### config.mk
export PLATFORM = sky130hd
export DESIGN_NAME = bitmap_slot_allocator
export DESIGN_NICKNAME = d
export VERILOG_FILES = /design/src/hw/rtl/bsa_pkg.sv /design/src/hw/rtl/bitmap_slot_allocator.sv
export SDC_FILE = /design/constraint.sdc
export NUM_CORES = 2
export LEC_CHECK = 0
export ABC_AREA = 0
export BUFFER_PORTS_ARGS = -buffer_cell sky130_fd_sc_hd__buf_4
export CAP_MARGIN = 20
export CORE_ASPECT_RATIO = 1.25
export CORE_UTILIZATION = 49
export DETAILED_ROUTE_END_ITERATION = 8
export PLACE_DENSITY = 0.67
export SLEW_MARGIN = 0
export SYNTH_ARGS = -nofsm -noshare
export SYNTH_HDL_FRONTEND = slang
export SYNTH_SLANG_ARGS = --single-unit
### constraint.sdc
create_clock -name clk -period 6.55 [get_ports clk]
set_input_delay 0.655 -clock clk [delete_from_list [all_inputs] [get_ports clk]]
set_output_delay 0.655 -clock clk [all_outputs]
set_load 0.01 [all_outputs]
### src/hw/rtl/bsa_pkg.sv
// ----------------------------------------------------------------------------
// bsa_pkg
// Shared types and constants for the bitmap slot allocator.
// ----------------------------------------------------------------------------
`default_nettype none

package bsa_pkg;

  localparam int MAX_ENTRIES = 1024;
  localparam int WORD_W      = 32;
  localparam int WBITS       = $clog2(WORD_W);
  localparam int WORDS       = MAX_ENTRIES / WORD_W;
  localparam int WAW         = (WORDS > 1) ? $clog2(WORDS) : 1;
  localparam int CNT_W       = $clog2(MAX_ENTRIES + 1);
  localparam int IDX_W       = 10;
  localparam int CFG_W       = 11;
  localparam int FREE_W      = 11;

  localparam logic ACT_ALLOC = 1'b0;
  localparam logic ACT_FREE  = 1'b1;

  localparam logic [1:0] ST_OK    = 2'd0;
  localparam logic [1:0] ST_FULL  = 2'd1;
  localparam logic [1:0] ST_RANGE = 2'd2;
  localparam logic [1:0] ST_FREE  = 2'd3;

  typedef struct packed {
    logic             action;
    logic [IDX_W-1:0] slot_index;
  } req_t;

  typedef struct packed {
    logic [IDX_W-1:0]  granted_index;
    logic [1:0]        status;
    logic [FREE_W-1:0] free_count;
  } rsp_t;

endpackage

`default_nettype wire

### src/hw/rtl/bitmap_slot_allocator.sv
// ----------------------------------------------------------------------------
// bitmap_slot_allocator
// Used-slot bitmap allocator: allocate lowest clear entry, or free one entry.
// ----------------------------------------------------------------------------
// Allocate: result registered after a scan of one 32-entry word per cycle, from
//   word 0 up to the first with a free entry or the last configured word.
// Free: the word is read, then checked and written back as the result is registered.
// Next transfer only in idle, once the result is registered; an output register
//   that is held stalls the result and so the next transfer.
// Reset: entry 0 used, others free, count 1024; per-word valid flags mask RAM.
// ----------------------------------------------------------------------------
`default_nettype none

module bitmap_slot_allocator (
  input  wire                              clk,
  input  wire                              rst,
  input  wire                              req_valid,
  output logic                             req_ready,
  input  bsa_pkg::req_t                    req_data,
  output logic                             rsp_valid,
  input  wire                              rsp_ready,
  output bsa_pkg::rsp_t                    rsp_data,
  input  wire                              cfg_we,
  input  wire  [bsa_pkg::CFG_W-1:0]        cfg_data
);

  typedef enum logic [1:0] {S_IDLE, S_SCAN, S_FREE} state_t;

  state_t                           state;
  logic [bsa_pkg::WAW-1:0]          scan_word;
  logic [bsa_pkg::IDX_W-1:0]        free_idx;
  logic                             range_bad;
  logic [bsa_pkg::CNT_W-1:0]        used_total;
  logic [bsa_pkg::CFG_W-1:0]        entry_count;
  logic [bsa_pkg::WORDS-1:0]        word_vld;

  logic [bsa_pkg::WORD_W-1:0]       mem [bsa_pkg::WORDS];
  logic [bsa_pkg::WORD_W-1:0]       rd_q;
  logic                             rd_vld_q;
  logic [bsa_pkg::WAW-1:0]          rd_word_q;
  logic [bsa_pkg::WAW-1:0]          rd_addr;
  logic                             mem_we;
  logic [bsa_pkg::WAW-1:0]          mem_waddr;
  logic [bsa_pkg::WORD_W-1:0]       mem_wdata;

  logic [31:0]                      n32;
  logic [bsa_pkg::CNT_W-1:0]        n_eff;
  logic [bsa_pkg::CNT_W-1:0]        n_hi;
  logic [bsa_pkg::CNT_W-1:0]        nwords;
  logic [bsa_pkg::WORD_W-1:0]       word_eff;
  logic [bsa_pkg::WORD_W-1:0]       lim;
  logic [bsa_pkg::WORD_W-1:0]       avail;
  logic                             hit;
  logic [bsa_pkg::WBITS-1:0]        hit_bit;
  logic                             last;
  logic [bsa_pkg::WAW-1:0]          req_word;
  logic [bsa_pkg::WAW-1:0]          free_word;
  logic                             free_bit;
  logic                             can_emit;
  logic                             req_xfer;
  logic [bsa_pkg::CNT_W-1:0]        used_total_next;
  logic [bsa_pkg::FREE_W-1:0]       free_next;
  logic [1:0]                       status_next;
  logic [bsa_pkg::IDX_W-1:0]        grant_next;
  logic                             emit;

  assign n32   = (32'(entry_count) > 32'(bsa_pkg::MAX_ENTRIES)) ?
                 32'(bsa_pkg::MAX_ENTRIES) : 32'(entry_count);
  assign n_eff  = bsa_pkg::CNT_W'(n32);
  assign n_hi   = n_eff >> bsa_pkg::WBITS;
  assign nwords = bsa_pkg::CNT_W'((n32 + 32'(bsa_pkg::WORD_W - 1)) >> bsa_pkg::WBITS);

  assign word_eff = rd_vld_q ? rd_q :
                    ((rd_word_q == '0) ? bsa_pkg::WORD_W'(1) : '0);

  always_comb begin
    if (bsa_pkg::CNT_W'(scan_word) < n_hi) begin
      lim = '1;
    end else if (bsa_pkg::CNT_W'(scan_word) == n_hi) begin
      lim = (bsa_pkg::WORD_W'(1) << n_eff[bsa_pkg::WBITS-1:0]) - bsa_pkg::WORD_W'(1);
    end else begin
      lim = '0;
    end
  end

  assign avail = ~word_eff & lim;

  always_comb begin
    hit     = 1'b0;
    hit_bit = '0;
    for (int b = bsa_pkg::WORD_W - 1; b >= 0; b--) begin
      if (avail[b]) begin
        hit     = 1'b1;
        hit_bit = bsa_pkg::WBITS'(b);
      end
    end
  end

  assign last      = (bsa_pkg::CNT_W'(scan_word) + bsa_pkg::CNT_W'(1)) >= nwords;
  assign req_word  = bsa_pkg::WAW'(req_data.slot_index >> bsa_pkg::WBITS);
  assign free_word = bsa_pkg::WAW'(free_idx >> bsa_pkg::WBITS);
  assign free_bit  = word_eff[free_idx[bsa_pkg::WBITS-1:0]];
  assign can_emit  = !rsp_valid || rsp_ready;
  assign req_ready = (state == S_IDLE);
  assign req_xfer  = req_valid && req_ready;

  always_comb begin
    rd_addr         = scan_word;
    mem_we          = 1'b0;
    mem_waddr       = scan_word;
    mem_wdata       = word_eff;
    used_total_next = used_total;
    status_next     = bsa_pkg::ST_OK;
    grant_next      = '0;
    emit            = 1'b0;
    case (state)
      S_IDLE: begin
        rd_addr = (req_data.action == bsa_pkg::ACT_FREE) ? req_word : '0;
      end
      S_SCAN: begin
        rd_addr = (hit || last) ? scan_word : scan_word + bsa_pkg::WAW'(1);
        if (hit || last) begin
          emit = can_emit;
          if (hit) begin
            mem_we          = can_emit;
            mem_wdata       = word_eff | (bsa_pkg::WORD_W'(1) << hit_bit);
            used_total_next = used_total + bsa_pkg::CNT_W'(1);
            grant_next      = bsa_pkg::IDX_W'({scan_word, hit_bit});
          end else begin
            status_next = bsa_pkg::ST_FULL;
          end
        end
      end
      S_FREE: begin
        rd_addr   = free_word;
        mem_waddr = free_word;
        emit      = can_emit;
        if (range_bad) begin
          status_next = bsa_pkg::ST_RANGE;
        end else if (!free_bit) begin
          status_next = bsa_pkg::ST_FREE;
        end else begin
          mem_we    = can_emit;
          mem_wdata = word_eff & ~(bsa_pkg::WORD_W'(1) << free_idx[bsa_pkg::WBITS-1:0]);
          used_total_next = (used_total != '0) ? used_total - bsa_pkg::CNT_W'(1) : '0;
        end
      end
      default: begin
        rd_addr = scan_word;
      end
    endcase
  end

  assign free_next = (n_eff > used_total_next) ?
                     bsa_pkg::FREE_W'(n_eff - used_total_next) : '0;

  always_ff @(posedge clk) begin
    if (mem_we) begin
      mem[mem_waddr] <= mem_wdata;
    end
    rd_q      <= mem[rd_addr];
    rd_vld_q  <= word_vld[rd_addr];
    rd_word_q <= rd_addr;
  end

  always_ff @(posedge clk) begin
    if (rst) begin
      state       <= S_IDLE;
      scan_word   <= '0;
      used_total  <= bsa_pkg::CNT_W'(1);
      entry_count <= bsa_pkg::CFG_W'(1024);
      word_vld    <= '0;
      rsp_valid   <= 1'b0;
    end else begin
      if (cfg_we) begin
        entry_count <= cfg_data;
      end
      if (mem_we) begin
        word_vld[mem_waddr] <= 1'b1;
      end
      if (emit) begin
        rsp_valid              <= 1'b1;
        rsp_data.granted_index <= grant_next;
        rsp_data.status        <= status_next;
        rsp_data.free_count    <= free_next;
        used_total             <= used_total_next;
      end else if (rsp_valid && rsp_ready) begin
        rsp_valid <= 1'b0;
      end
      case (state)
        S_IDLE: begin
          if (req_xfer) begin
            scan_word <= '0;
            free_idx  <= req_data.slot_index;
            range_bad <= (req_data.slot_index == '0) ||
                         (bsa_pkg::CNT_W'(req_data.slot_index) >= n_eff);
            state     <= (req_data.action == bsa_pkg::ACT_FREE) ? S_FREE : S_SCAN;
          end
        end
        S_SCAN: begin
          if (emit) begin
            state <= S_IDLE;
          end else if (!hit && !last) begin
            scan_word <= scan_word + bsa_pkg::WAW'(1);
          end
        end
        S_FREE: begin
          if (emit) begin
            state <= S_IDLE;
          end
        end
        default: begin
          state <= S_IDLE;
        end
      endcase
    end
  end

  a_total_bound: assert property (@(posedge clk) disable iff (rst)
    32'(used_total) <= 32'(bsa_pkg::MAX_ENTRIES))
    else $error("used total above capacity");

  a_one_at_a_time: assert property (@(posedge clk) disable iff (rst)
    req_xfer |=> !req_ready)
    else $error("second transfer taken while busy");

  a_grant_only_ok: assert property (@(posedge clk) disable iff (rst)
    rsp_valid && (rsp_data.status != bsa_pkg::ST_OK) |-> (rsp_data.granted_index == '0))
    else $error("index granted on a failed request");

  a_write_with_result: assert property (@(posedge clk) disable iff (rst)
    mem_we |-> emit)
    else $error("bitmap written without a result");

endmodule

`default_nettype wire
==> run metrics <==
status finished clean; # rows 129; number of DRC markers in iteration 0 3958; Hold Path Origin cfg_data[10]; Placer Congestion 1.01; Root Driver clkbuf_16; Crit Path Class register to register; Cell Area, Placed 0.0532 mm^2; CTS Buf Count 105; setup ws final ~0.44 ns; Ports 52; met3 WL post-DR 12300 um; Startpoint Class register; CTS sink count 1158; Top FF cell, synth edfxtp_1; Final Hold Slack around 0.15 ns; Slew headroom 0.265; final antenna-violating net count 0; highest clock rate roughly 0.16 GHz; sequential share of the synthesized area 0.687; DIE HEIGHT 356 um; Worst Hold Class input pin to register; post-route clock period utilization 0.933; CTS tree done; Metal-1 WL 57900 um; die width 285 um; Yosys top cell by area edfxtp_1; router iterations before antenna repair 6; post-layout min period 6.11 ns; Distinct cells, synth between 80 and 90; Via-to-Cell Ratio roughly 6.4; design area 0.0568 mm^2; VDD IR-drop max 0.218 mV; # H-tree levels 3; cell with the most instances after synthesis edfxtp_1; Port Buf Inserts 51; number of synthesis warnings 0; max incr delay on CP 0.59 ns; uppermost layer routed met4; metal2 WL 73600 um; syn_nets 3444; Total GRT Usage 0.293; final net count 3641; footprint of the multi-input gates 0.0148 mm^2; Static Leak 21.6 nW; RSZ-0062 raised after global routing false; via count 31861; Worst-Skew Late Latency 0.73 ns; endpoints failing setup 0; FF+latch area 0.0338 mm^2; Avg WL per Cell 30.2 um; non-filler cells in the finished layout 4976; CP required 7.02 ns; slowest CP cell or4_1; Post-synth EDFFs 1058; layout cells sized above 1 0.158; top-area cell type share of the netlist area 0.647; cell mode on critical path buf_4; R2R Setup Slk 0.44 ns; cts hold-fix bufs 0; asr flop ratio synth 0; Worst Path Max Fanout 12; Final Util 0.573; Placed Cells 4769; area grow syn2layout 15.5%; # DRC 0; Worst setup endpoint rsp_data[10]; R2R Path Start entry_count[10]; power per cell area between 300 and 400 mW/mm^2; post-detail-place hpwl around 91000 um; register bit total from synthesis 1158; Pwr Total 17.1 mW; first-pass GRT wire length 214000 um; synth top area cells edfxtp_1 65%, mux2i_1 10%, dfxtp_1 4.1%, a22oi_1 3.4%, nand2_1 1.7%; Core ar. 0.0991 mm^2; Max Transition Viols Final 0; fill cell total of the finished layout 7748; Worst setup startpoint entry_count[10]; starting density of the core 0.496; initial antenna violation count 0; Final Skew around 0.035 ns; Synth top cells by count 1058 x edfxtp_1, 506 x mux2i_1, 222 x nand2_1, 220 x a22oi_1, 210 x nor2_1; die footprint 0.102 mm^2; Worst setup EP type register; Worst R2R Path Depth 33; pre-CTS setup slack -0.0221 ns; vias in the first global route 30310; CP arrival around 6.6 ns; Final TNS setup 0 ns; largest net degree at the start of global routing 65; Clock transition at path regs 0.07 ns; Post-Route WL 150000 um; CTS max path bufs 3; Mapped Area 0.0491 mm^2; MaxCap Viol Count 0; Worst-Margin Slew 1.09 ns; Reg-to-Reg End rsp_data[10]; Synth Instances 3376; GRT Residual Overflow 0; syn_area_per_cell 14.6 um^2; Hold Fails Final Rpt 0
## final cells by class
class / count / area share
Sequential cell: 1158 / 0.595
Tap cell: 1310 / 0.0289
Antenna cell: 1 / 0.0000441
Clock buffer: 133 / 0.0497
Inverter: 48 / 0.00328
Timing Repair Buffer: 291 / 0.0507
Clock inverter: 66 / 0.0119
Multi-Input combinational cell: 1969 / 0.260
## worst min-delay path by stage
stage	to	slack (ns)	cells past startpoint
final	entry_count[10]	0.15	2
after global routing	entry_count[10]	0.16	2
after global placement	word_vld[22]	0.45	2
after floorplan	word_vld[0]	0.44	2
after detailed placement	word_vld[12]	0.45	2
after CTS	entry_count[10]	0.13	2
## cells in the final DEF, fill, tap and decap left out, drive strengths merged, types with 16 or more instances in the layout
master  netlist  final
nand2       222    222
clkbuf       87    133
and2         21     21
nor2        210    210
nand3        41     41
inv          48     53
nand2b       32     32
o22ai        20     20
nor2b        16     16
clkinv        0     50
nand4        83     83
a22oi       220    220
o21ai        87     87
a21o         16     16
dfxtp       100    100
mux2i       506    506
buf         114    291
a21oi       102    102
ha           40     40
edfxtp     1058   1058
nor3         27     27
nor4         34     34
a32oi        51     51
## timing repair
action                                  in CTS  in global routing
gates resized for setup                      1                 13
endpoints found under the setup margin      11                 11
pin swaps                                    1                  3
buffers inserted                             2                  4
## power by group
part           leakage, nW  internal [mW]  switching (mW)  total (mW)
clock network         1.72           3.47            2.78        6.25
logic                 9.35          0.708            1.49        2.20
registers             10.6           8.49           0.132        8.62
## cells by family after synthesis
group	after synthesis	share of synthesized area
flip-flops	1158	0.687
buffers and inverters	249	0.0224
XOR/XNOR	19	0.00339
AO/OA/AOI/OAI	648	0.0928
AND/OR/NAND/NOR	749	0.0779
adder cells (fa/ha/maj)	41	0.0106
multiplexers	512	0.106
## worst max-delay path, delay by kind of cell, from the launching register on
family | cells | cell delay, ns
buf+inv | 5 | 0.78
compound gates | 13 | 1.88
simple gates | 11 | 1.65
xor+xnor | 1 | 0.14
flops | 1 | 0.38
fa+ha+maj | 3 | 1.06
## flip-flops by register name, summed over array words and instances, names as in the netlist
name and cells:
entry_count 11, rd_vld_q 1, scan_word 5, mem 1024, rd_word_q 5, rsp_data 23
free_idx 10, used_total 11, rd_q 32, word_vld 32, rsp_valid 1, range_bad 1
state 2
## routing by layer
layer,track usage,vias to the layer above
li1,-,13649
met1,0.383,16305
met2,0.496,1600
met3,0.0362,307
met4,0.123,0
met5,0,-
Note: power is estimated with default switching activity, not from simulation.
